<file path="config.mk">
export PLATFORM = sky130hd
export DESIGN_NAME = packed_zoned_decimal_decoder_unit
export DESIGN_NICKNAME = d
export VERILOG_FILES = /design/src/sv/pzd_pkg.sv /design/src/sv/pzd_digit_acc.sv /design/src/sv/pzd_sign_dec.sv /design/src/sv/packed_zoned_decimal_decoder_unit.sv
export SDC_FILE = /design/constraint.sdc
export NUM_CORES = 1
export LEC_CHECK = 0
export BUFFER_PORTS_ARGS = -buffer_cell sky130_fd_sc_hd__buf_2
export CAP_MARGIN = 10
export CORE_AREA = 2 2 234 236
export DETAILED_ROUTE_END_ITERATION = 6
export DIE_AREA = 0 0 236 238
export GPL_TIMING_DRIVEN = 0
export RECOVER_POWER = 100
export SLEW_MARGIN = 20
export SYNTH_ARGS = -nofsm -noshare
export SYNTH_HDL_FRONTEND = slang
export SYNTH_SLANG_ARGS = --single-unit
</file>
<file path="constraint.sdc">
create_clock -name clock -period 9.9 [get_ports clock]
set_input_delay 0.495 -clock clock [delete_from_list [all_inputs] [get_ports clock]]
set_output_delay 0.495 -clock clock [all_outputs]
set_load 0.02 [all_outputs]
</file>
<file path="src/sv/pzd_pkg.sv">
// ----------------------------------------------------------------------------
// pzd_pkg
// Shared constants and types for the packed/zoned decimal decoder: sign
// nibble codes, result status codes and the sign decode bundle.
// ----------------------------------------------------------------------------
package pzd_pkg;

   localparam int MagW = 63;
   localparam int ValW = 64;
   // Wide enough for acc*100 + 99-ish digit terms without wrap
   localparam int SumW = 70;

   localparam logic [MagW-1:0] MAG_MAX = {MagW{1'b1}};

   // Sign nibbles
   localparam logic [3:0] SIGN_PACKED_PLUS = 4'hC;
   localparam logic [3:0] SIGN_MINUS       = 4'hD;
   localparam logic [3:0] SIGN_PLUS_F      = 4'hF;
   localparam logic [3:0] SIGN_ZONED_MINUS = 4'hB;

   // Byte encoding selector
   localparam logic ENC_PACKED = 1'b0;
   localparam logic ENC_ZONED  = 1'b1;

   typedef enum logic [1:0] {
      ST_OK       = 2'd0,
      ST_BAD_SIGN = 2'd1,
      ST_OVERFLOW = 2'd2
   } status_type;

   typedef struct packed {
      logic valid;
      logic minus;
   } sign_info_type;

endpackage

</file>
<file path="src/sv/pzd_digit_acc.sv">
// ----------------------------------------------------------------------------
// pzd_digit_acc
// Saturating decimal accumulate: folds one or two digit nibbles of a byte
// into the running magnitude (acc*10+d or acc*100+hi*10+lo).
// ----------------------------------------------------------------------------
module pzd_digit_acc
   import pzd_pkg::*;
(
   input  logic [MagW-1:0] acc,
   input  logic            ovf,
   input  logic            zoned,
   input  logic [7:0]      data_byte,
   input  logic            last_byte,
   output logic [MagW-1:0] acc_nxt,
   output logic            ovf_nxt
);

   logic [3:0]      hi;
   logic [3:0]      lo;
   logic [3:0]      digit;
   logic [SumW-1:0] acc_w;
   logic [SumW-1:0] sum_one;
   logic [SumW-1:0] sum_two;
   logic [SumW-1:0] sum;
   logic            two_digits;
   logic            too_big;

   assign hi    = data_byte[7:4];
   assign lo    = data_byte[3:0];
   assign acc_w = {{(SumW-MagW){1'b0}}, acc};

   // Zoned bytes give the low nibble; a packed last byte gives only the high
   assign digit      = zoned ? lo : hi;
   assign two_digits = !zoned && !last_byte;

   // Multiply by constants as shift-and-add
   assign sum_one = (acc_w << 3) + (acc_w << 1) + {{(SumW-4){1'b0}}, digit};
   assign sum_two = (acc_w << 6) + (acc_w << 5) + (acc_w << 2)
                  + ({{(SumW-4){1'b0}}, hi} << 3) + ({{(SumW-4){1'b0}}, hi} << 1)
                  + {{(SumW-4){1'b0}}, lo};

   // Sums only grow, so two steps overflow iff the combined sum does
   assign sum     = two_digits ? sum_two : sum_one;
   assign too_big = |sum[SumW-1:MagW];

   // Saturate and stick once overflowed
   always_comb begin
      if (ovf || too_big) begin
         acc_nxt = MAG_MAX;
         ovf_nxt = 1'b1;
      end else begin
         acc_nxt = sum[MagW-1:0];
         ovf_nxt = 1'b0;
      end
   end

endmodule

</file>
<file path="src/sv/pzd_sign_dec.sv">
// ----------------------------------------------------------------------------
// pzd_sign_dec
// Sign nibble decode for the last byte of a field, per encoding.
// ----------------------------------------------------------------------------
module pzd_sign_dec
   import pzd_pkg::*;
(
   input  logic          zoned,
   input  logic [7:0]    data_byte,
   output sign_info_type sign_info
);

   logic [3:0] nib;

   // Zoned carries the sign in the zone nibble, packed in the low nibble
   assign nib = zoned ? data_byte[7:4] : data_byte[3:0];

   always_comb begin
      if (zoned) begin
         sign_info.minus = (nib == SIGN_MINUS) || (nib == SIGN_ZONED_MINUS);
         sign_info.valid = sign_info.minus || (nib == SIGN_PLUS_F);
      end else begin
         sign_info.minus = (nib == SIGN_MINUS);
         sign_info.valid = sign_info.minus || (nib == SIGN_PACKED_PLUS)
                         || (nib == SIGN_PLUS_F);
      end
   end

endmodule

</file>
<file path="src/sv/packed_zoned_decimal_decoder_unit.sv">
// ----------------------------------------------------------------------------
// packed_zoned_decimal_decoder_unit
// Decodes packed (COMP-3) and zoned decimal fields, one byte per item, into
// saturated 64-bit signed integers.
// ----------------------------------------------------------------------------
// Takes one field byte per cycle with no bubbles; an item passes an input
// register, then one accumulate step into the result register, from which a
// field's result is offered once its last byte has passed both. Only the byte marked
// tlast produces a result; earlier bytes just fold their digits into the
// running magnitude. Status 1 flags a bad sign nibble (value 0), status 2 a
// magnitude past 2^63-1 (value saturated to +/-(2^63-1)). The input side
// stalls only while a finished result waits and the sink holds tready low.
// ----------------------------------------------------------------------------
module packed_zoned_decimal_decoder_unit
   import pzd_pkg::*;
(
   input  logic        clock,
   input  logic        reset,
   input  logic        req_tvalid,
   output logic        req_tready,
   input  logic [7:0]  req_tdata,   // [7:0] data_byte
   input  logic        req_tuser,   // [0] action (0 packed, 1 zoned)
   input  logic        req_tlast,   // last_byte
   output logic        rsp_tvalid,
   input  logic        rsp_tready,
   output logic [71:0] rsp_tdata    // [63:0] value, [65:64] status, [71:66] zero
);

   logic            in_valid_ff;
   logic            in_zoned_ff;
   logic [7:0]      in_byte_ff;
   logic            in_last_ff;
   logic [MagW-1:0] acc_ff;
   logic [MagW-1:0] acc_in;
   logic            ovf_ff;
   logic            ovf_in;
   logic            rsp_valid_ff;
   logic [ValW-1:0] value_ff;
   logic [ValW-1:0] value_in;
   status_type      status_ff;
   status_type      status_in;
   logic [MagW-1:0] acc_nxt;
   logic            ovf_nxt;
   sign_info_type   sign_info;
   logic            out_free;
   logic            advance;
   logic [ValW-1:0] mag_w;

   // Accumulate datapath
   pzd_digit_acc u_acc (
      .acc       (acc_ff),
      .ovf       (ovf_ff),
      .zoned     (in_zoned_ff),
      .data_byte (in_byte_ff),
      .last_byte (in_last_ff),
      .acc_nxt   (acc_nxt),
      .ovf_nxt   (ovf_nxt)
   );

   // Sign decode
   pzd_sign_dec u_sign (
      .zoned     (in_zoned_ff),
      .data_byte (in_byte_ff),
      .sign_info (sign_info)
   );

   // Advance the held byte unless it is a last byte blocked by a full output
   assign out_free   = !rsp_valid_ff || rsp_tready;
   assign advance    = in_valid_ff && (!in_last_ff || out_free);
   assign req_tready = !in_valid_ff || advance;

   // Input register
   always_ff @(posedge clock) begin
      if (reset) begin
         in_valid_ff <= 1'b0;
      end else if (req_tready) begin
         in_valid_ff <= req_tvalid;
      end
   end

   always_ff @(posedge clock) begin
      if (req_tready && req_tvalid) begin
         in_zoned_ff <= (req_tuser == ENC_ZONED);
         in_byte_ff  <= req_tdata;
         in_last_ff  <= req_tlast;
      end
   end

   // Next accumulator state: clear after the last byte of a field
   always_comb begin
      acc_in = acc_ff;
      ovf_in = ovf_ff;
      if (advance) begin
         if (in_last_ff) begin
            acc_in = '0;
            ovf_in = 1'b0;
         end else begin
            acc_in = acc_nxt;
            ovf_in = ovf_nxt;
         end
      end
   end

   always_ff @(posedge clock) begin
      if (reset) begin
         acc_ff <= '0;
         ovf_ff <= 1'b0;
      end else begin
         acc_ff <= acc_in;
         ovf_ff <= ovf_in;
      end
   end

   // Form the signed result from the updated magnitude
   assign mag_w = {1'b0, acc_nxt};

   always_comb begin
      if (!sign_info.valid) begin
         value_in  = '0;
         status_in = ST_BAD_SIGN;
      end else begin
         value_in  = sign_info.minus ? (~mag_w + {{(ValW-1){1'b0}}, 1'b1}) : mag_w;
         status_in = ovf_nxt ? ST_OVERFLOW : ST_OK;
      end
   end

   // Result register
   always_ff @(posedge clock) begin
      if (reset) begin
         rsp_valid_ff <= 1'b0;
      end else if (out_free) begin
         rsp_valid_ff <= advance && in_last_ff;
      end
   end

   always_ff @(posedge clock) begin
      if (out_free && advance && in_last_ff) begin
         value_ff  <= value_in;
         status_ff <= status_in;
      end
   end

   assign rsp_tvalid = rsp_valid_ff;
   assign rsp_tdata  = {6'b0, status_ff, value_ff};

   // Saturated accumulator always sits at the maximum
   a_ovf_sat : assert property (@(posedge clock) disable iff (reset)
      ovf_ff |-> acc_ff == MAG_MAX)
      else $error("overflow flag set without saturated magnitude");

   // A field end clears the accumulator
   a_clear : assert property (@(posedge clock) disable iff (reset)
      advance && in_last_ff |=> acc_ff == '0 && !ovf_ff)
      else $error("accumulator not cleared after field end");

   // Bad sign yields a zero value
   a_bad_zero : assert property (@(posedge clock) disable iff (reset)
      rsp_valid_ff && status_ff == ST_BAD_SIGN |-> value_ff == '0)
      else $error("bad sign result has nonzero value");

   // Overflow yields the saturated magnitude of either sign
   a_ovf_val : assert property (@(posedge clock) disable iff (reset)
      rsp_valid_ff && status_ff == ST_OVERFLOW |->
         value_ff == {1'b0, MAG_MAX} || value_ff == ~{1'b0, MAG_MAX} + 64'd1)
      else $error("overflow result not saturated");

endmodule
</file>
==> impl_results.md, run 1 <==
- Hold Path Origin: req_tdata[1]
- Vias per cell: 6.31
- R2r setup slk: 300 ps
- DRC: 0
- Failing checks: capacitance limit, slew limit
- Synth Flop Type: edfxtp_1
- Fin util: 43.2%
- # hold bufs at CTS: 0
- # rows: 85
- Initial cell density of the core: 39.6%
- Crit start category: flop
- Clock sinks: 142
- Post-synth cell types: 97
- Synth Area per Inst: 7.62 um2
- WS Path Type: reg2reg
- Clock Root Buffer: clkbuf_16
- XOR/XNOR Fraction of Synth Area: 6.28%
- Synth Area in Compound Gates: 26.4%
- Status: finished, violations left
- Core area: 53500 um2
- Synth Area in Adders: 18.3%
- CP delay by family, top: simple AND/OR/NAND/NOR gates
- Die area: 56200 um2
- Post-synth EDFFs: 76
- Synth Area in Simple Gates: 26.1%
- Critical path depth: 29
- ANT nets after route: 0
- Setup repair after global routing missed its margin: no
- Initial antenna violation count: 0
- Largest family of logic cells by synthesized area: compound AO/OA/AOI/OAI gates
- Worst flop-to-flop path endpoint: value_ff[60]
- Async S/R FF share, synth: 0%
- Ys Warns: 0
- Register area share after synthesis: 17.0%
- WL final: 83100 um
- FMAX: 104 MHz
- TritonCTS clock tree: yes
- Crit Reg-Reg Startpoint: acc_ff[8]
- Leading cell type in the layout, fill and taps excluded: nor2_1
- Setup crit start: acc_ff[8]
- Pins Over Slew Limit: 12
- GR Overflow Total: 0
- Vias in the first global route: 21500
- 1st-pass router iterations: 6
- Worst Tran Pin Value: 1640 ps
- Reg2reg path depth: 29
- First-pass GRT wire length: 125000 um
- Tot GR Track Use: 28.8%
- Die X: 236 um
- Clock skew: 12.3 ps
- Area of the multi-input gates: 16700 um2
- DR iter-0 viols: 2536
- Vias after detailed routing: 22700
- Maximum clock insertion buffer count: 2
- #FFs+latches synth: 142
- Register area: 3600 um2
- Share of cells above drive strength 1: 5.20%
- Slowest cell on the critical path: dfxtp_1
- Post-DP HPWL: 69600 um
- Max stage delay on crit path: 630 ps
- Fin. Hold Viols: 0
- P&R area growth vs syn: 9.07%
- Max-Cap Viols: 2
- Port bufs: 80
- Mapped Area: 21200 um2
- Mux contribution to synthesized area: 1.48%
- H-tree depth: 4
- Worst Path Max Fanout: 10
- Maximum vdd drop: 0.135 mV
- Placed Instances: 3564
- Clock period minus final worst setup slack: 9600 ps
- Final Setup Violations: 0
- # diodes: 0
- Max-slew headroom: -12.3%
- Die H: 238 um
- Fillers: 5582
- TNS Setup: 0 ps
- Most frequent cells in the layout: 324 x nor2_1, 280 x nand2_1, 242 x a21oi_1
- Nets: 3174
- Clk_lat worst skew: 440 ps
- Pin count of the biggest net entering global routing: 31
- Ports: 88
- Crit path buffers/inverters: 4
- Syn Inst Count: 2781
- Hold path depth: 1
- Required time of the worst setup path: 10050 ps
- Pwr/cell area: 104 nW/um2
- Final worst-path cycle share: 97.0%
- Hold crit path type: in2reg
- Non-Filler Instances: 3600
- Crit. End Element: flop
- Average routed wire per standard cell: 23.1 um
- CTS Buf Count: 17
- Routability Congestion: 0.985
- Leakage: 0.00938 uW
- Clk pin slew, worst setup/hold paths: 70 ps
- Setup crit end: value_ff[60]
- CP arrival: 9760 ps
[layout make-up]
type,count,share of cell area (%)
Clock inverter,11,0.541
Buffer,160,2.91
Clock buffer,21,2.13
Inverter,68,1.10
Sequential cell,142,15.6
Timing Repair Buffer,86,1.52
Multi-Input combinational cell,2416,72.4
Tap cell,696,3.77
[per-stage QoR]
step | hold slack, ps | worst slack (ps) | cell area, um2 | power [uW]
after detailed placement | 641 | -35.9 | 22500 | 1720
after floorplan | 486 | 2520 | 21200 | 1400
final | 230 | 297 | 23100 | 2410
after global placement | 643 | 1.47 | 22500 | 1710
after CTS | 221 | 242 | 23100 | 2380
after global routing | 218 | 42.0 | 23100 | 2530
[cells in the mapped netlist (32+ instances only)]
cell | number | share of area [%]
clkbuf_1 | 121 | 2.1
nand3_1 | 66 | 1.6
a21oi_1 | 242 | 5.7
nor2_1 | 325 | 5.8
edfxtp_1 | 76 | 11
nand4_1 | 98 | 2.9
ha_1 | 201 | 12
fa_1 | 68 | 6.4
nand2_1 | 280 | 5.0
a211oi_1 | 32 | 1.1
a21o_1 | 62 | 2.2
xor2_1 | 68 | 2.8
xnor2_1 | 84 | 3.5
inv_1 | 68 | 1.2
o21ai_0 | 166 | 3.9
dfxtp_1 | 66 | 6.2
and2_1 | 37 | 1.1
nor3_1 | 67 | 1.6
a22oi_1 | 64 | 2.3
[registers in the layout, summed over array words and instances, names as in the netlist]
| register | count |
|---|---|
| value_ff | 64 |
| acc_ff | 63 |
| in_byte_ff | 8 |
| status_ff | 2 |
| in_last_ff | 1 |
| in_valid_ff | 1 |
| in_zoned_ff | 1 |
| ovf_ff | 1 |
| rsp_tvalid | 1 |
[worst reg2reg max path: cells and delay by family, from the launching register on]
family                     cells  cell delay (ps)
and+or+nand+nor               16             5320
buffers and inverters          4              960
DFF                            1              630
AOI/OAI and AO/OA              6             1730
xor gates and xnor gates       1              180
adders and majority gates      2              540
[what timing repair did]
| action | in CTS | in global routing |
|---|---|---|
| pin swaps | 0 | 4 |
| resized for setup | 1 | 19 |
| endpoints found under the setup margin | 2 | 11 |
| buffers inserted | 0 | 4 |
| endpoints found under the hold margin | 0 | 0 |
[routing by layer]
metal | track usage, % | up-vias | routed length [um]
met4 | 9.28 | 0 | 2850
met5 | 0 | - | 0
met1 | 42.0 | 10900 | 38500
li1 | - | 10600 | -
met3 | 3.55 | 154 | 7000
met2 | 43.9 | 1001 | 34800
[worst min path at each step]
stage / slack, ps / to
3_3_place_gp: 640 / acc_ff[0]
6_report: 230 / in_byte_ff[1]
5_1_grt: 220 / in_last_ff
2_1_floorplan: 490 / ovf_ff
3_5_place_dp: 640 / acc_ff[0]
4_1_cts: 220 / in_last_ff
[where the power goes]
| part | switching [uW] | internal, uW | total [uW] |
|---|---|---|---|
| clock | 254 | 407 | 661 |
| sequential | 62.4 | 652 | 715 |
| combinational | 704 | 325 | 1030 |
| total | 1020 | 1380 | 2410 |
[logic make-up after synthesis]
group | Yosys count
AOI/OAI and AO/OA | 852
xor gates and xnor gates | 152
adders and majority gates | 269
buffers and inverters | 228
DFF | 142
muxes | 31
other | 1
and+or+nand+nor | 1106
Note: power is estimated with default switching activity, not from simulation.
==> inputs of run 2 (changes only) <==
CAP_MARGIN = 20   (was 10)
CTS_CLUSTER_SIZE = 20   (was default)
clock period = 10.2 ns   (was 9.9 ns; I/O delays follow)
==> run 2 against run 1 <==
  * Largest cell class unchanged
  * Final cell count about the same
  * Highest routed layer unchanged
  * Die area unchanged
  * Global-route usage about the same
  * Worst hold slack improved by 14 ps
  * Register-to-register slack about the same
  * Fmax decreased by 2.9%
  * Critical endpoint is now value_ff[50]
  * Core utilization decreased by 0.17 points
  * Clock skew about the same
  * Wire length about the same
  * Setup slack improved by 8.2 ps
  * The flow finishes with violations (capacitance limit)
  * Clock-buffer cell count unchanged
==> impl_results.md, run 2 (synthesis results as in run 1) <==
- WS Path Type: reg2reg
- Share of cells above drive strength 1: 4.72%
- Failing checks: capacitance limit
- Die X: 236 um
- Max-Cap Viols: 1
- Initial antenna violation count: 0
- 1st-pass router iterations: 6
- Clk network pwr share: 27.6%
- Clock period minus final worst setup slack: 9900 ps
- CTS Buf Count: 17
- Crit. End Element: flop
- Most frequent cells in the layout: 325 x nor2_1, 280 x nand2_1, 242 x a21oi_1
- R2r setup slk: 300 ps
- Clk pin slew, worst setup/hold paths: 70 ps
- Final Setup Violations: 0
- Clk_lat worst skew: 440 ps
- Crit path top cell by count: and3_1
- Worst Tran Pin Value: 1500 ps
- Average routed wire per standard cell: 23.1 um
- H-tree depth: 4
- Sequential share of power: 29.7%
- DRC: 0
- Pins Over Slew Limit: 0
- Vias after detailed routing: 22700
- Max stage delay on crit path: 800 ps
- ANT nets after route: 0
- GR Overflow Total: 0
- Hold crit path type: in2reg
- Clock skew: 12.3 ps
- Die H: 238 um
- Slowest cell on the critical path: a311oi_1
- Required time of the worst setup path: 10350 ps
- Nets: 3171
- WL final: 83200 um
- Hold Path Origin: req_tdata[1]
- Area of the multi-input gates: 16700 um2
- Setup repair after global routing missed its margin: no
- Worst hold endpoint: in_byte_ff[1]
- Placed Instance Area: 22500 um2
- Fillers: 5585
- Comb power frac: 42.7%
- Vias per cell: 6.30
- Leading cell type in the layout, fill and taps excluded: nor2_1
- Routability Congestion: 0.985
- Placed Instances: 3564
- Clock sinks: 142
- Sw Pwr: 987 uW
- Hold path depth: 1
- Most flop-heavy register: value_ff
- Status: finished, violations left
- DR iter-0 viols: 2319
- Worst flop-to-flop path endpoint: value_ff[50]
- TNS Setup: 0 ps
- Largest register FFs: 64
- Reg2reg path depth: 28
- Post-route cell area: 23000 um2
- Max-slew headroom: 0.252%
- Die area: 56200 um2
- First-pass GRT wire length: 126000 um
- Crit path buffers/inverters: 3
- # rows: 85
- Crit start category: flop
- Ports: 88
- Pwr/cell area: 101 nW/um2
- Post-DP HPWL: 69600 um
- Internal cell power: 1340 uW
- CP delay by family, top: simple AND/OR/NAND/NOR gates
- Initial cell density of the core: 39.6%
- Worst Path Max Fanout: 10
- Leakage: 0.00938 uW
- Non-Filler Instances: 3597
- Maximum vdd drop: 0.131 mV
- Maximum clock insertion buffer count: 2
- Fin. Hold Viols: 0
- Crit Reg-Reg Startpoint: acc_ff[12]
- TritonCTS clock tree: yes
- Final worst-path cycle share: 97.0%
- Pin count of the biggest net entering global routing: 31
- Port bufs: 80
- Vias in the first global route: 21500
- Critical path depth: 28
- Clock Root Buffer: clkbuf_16
- Core area: 53500 um2
- P&R area growth vs syn: 8.64%
- Tot GR Track Use: 28.8%
- Sw frac: 42.4%
- Setup crit start: acc_ff[12]
- Regs by FF count: value_ff (64), acc_ff (63), in_byte_ff (8)
- CP arrival: 10050 ps
- Register area: 3600 um2
- FMAX: 101 MHz
- # diodes: 0
## run 2: cell count changes in the layout (fill, tap and decap cells not counted), sizes merged
cell | previous run | this run
buf | 47 | 44
## run 2: layer usage
layer,vias to the layer above,part of all wire (%),GRT usage (%)
met5,-,0,0
met4,0,3.1,9.15
met3,139,8.7,3.56
li1,10600,-,-
met2,1022,42,44.0
met1,10900,46,42.0
## run 2: power by group through the flow
stage | Sequential, uW | Clock, uW | Combinational, uW
4_1_cts | 691 | 647 | 972
3_3_place_gp | 703 | 0 | 956
6_report | 693 | 642 | 995
3_5_place_dp | 702 | 0 | 964
2_1_floorplan | 688 | 0 | 675
5_1_grt | 696 | 672 | 1080
## run 2: worst max path at each step
| stage | endpoint | slack, ps |
|---|---|---|
| floorplan | value_ff[60] | 2820 |
| global placement | value_ff[50] | 300 |
| detailed placement | value_ff[50] | 260 |
| CTS | value_ff[50] | 210 |
| global route | value_ff[54] | 50 |
| finish | value_ff[50] | 300 |
## run 2: worst reg2reg max path, delay by kind of cell (launching register included)
family | cells | cell delay, ps
AOI/OAI and AO/OA | 7 | 2500
xor gates and xnor gates | 1 | 200
adders and majority gates | 2 | 550
buffers and inverters | 3 | 800
DFF | 1 | 640
and+or+nand+nor | 15 | 4940
## run 2: what timing repair did
action / in CTS / in global routing
hold buffers: 0 / 0
resized for setup: 0 / 4
endpoints found under the setup margin: 0 / 11
setup buffers: 0 / 1
## run 2: area by class of cell
type                       instances  area share [%]
tap                              696            3.78
timing repair buffer              83            1.43
buffer                           160            2.92
clock inverter                    11           0.544
inverter                          68            1.11
clock buffer                      21            2.14
multi-input combinational       2416            72.4
sequential                       142            15.7
## run 2: metrics by stage
stage	hold WS (ps)	setup WS (ps)	total power (uW)	util, %
finish	245	305	2330	43.0
detailed placement	641	264	1670	42.1
CTS	236	212	2310	43.3
global route	233	47.3	2450	43.0
floorplan	486	2820	1360	-
global placement	643	301	1660	42.0
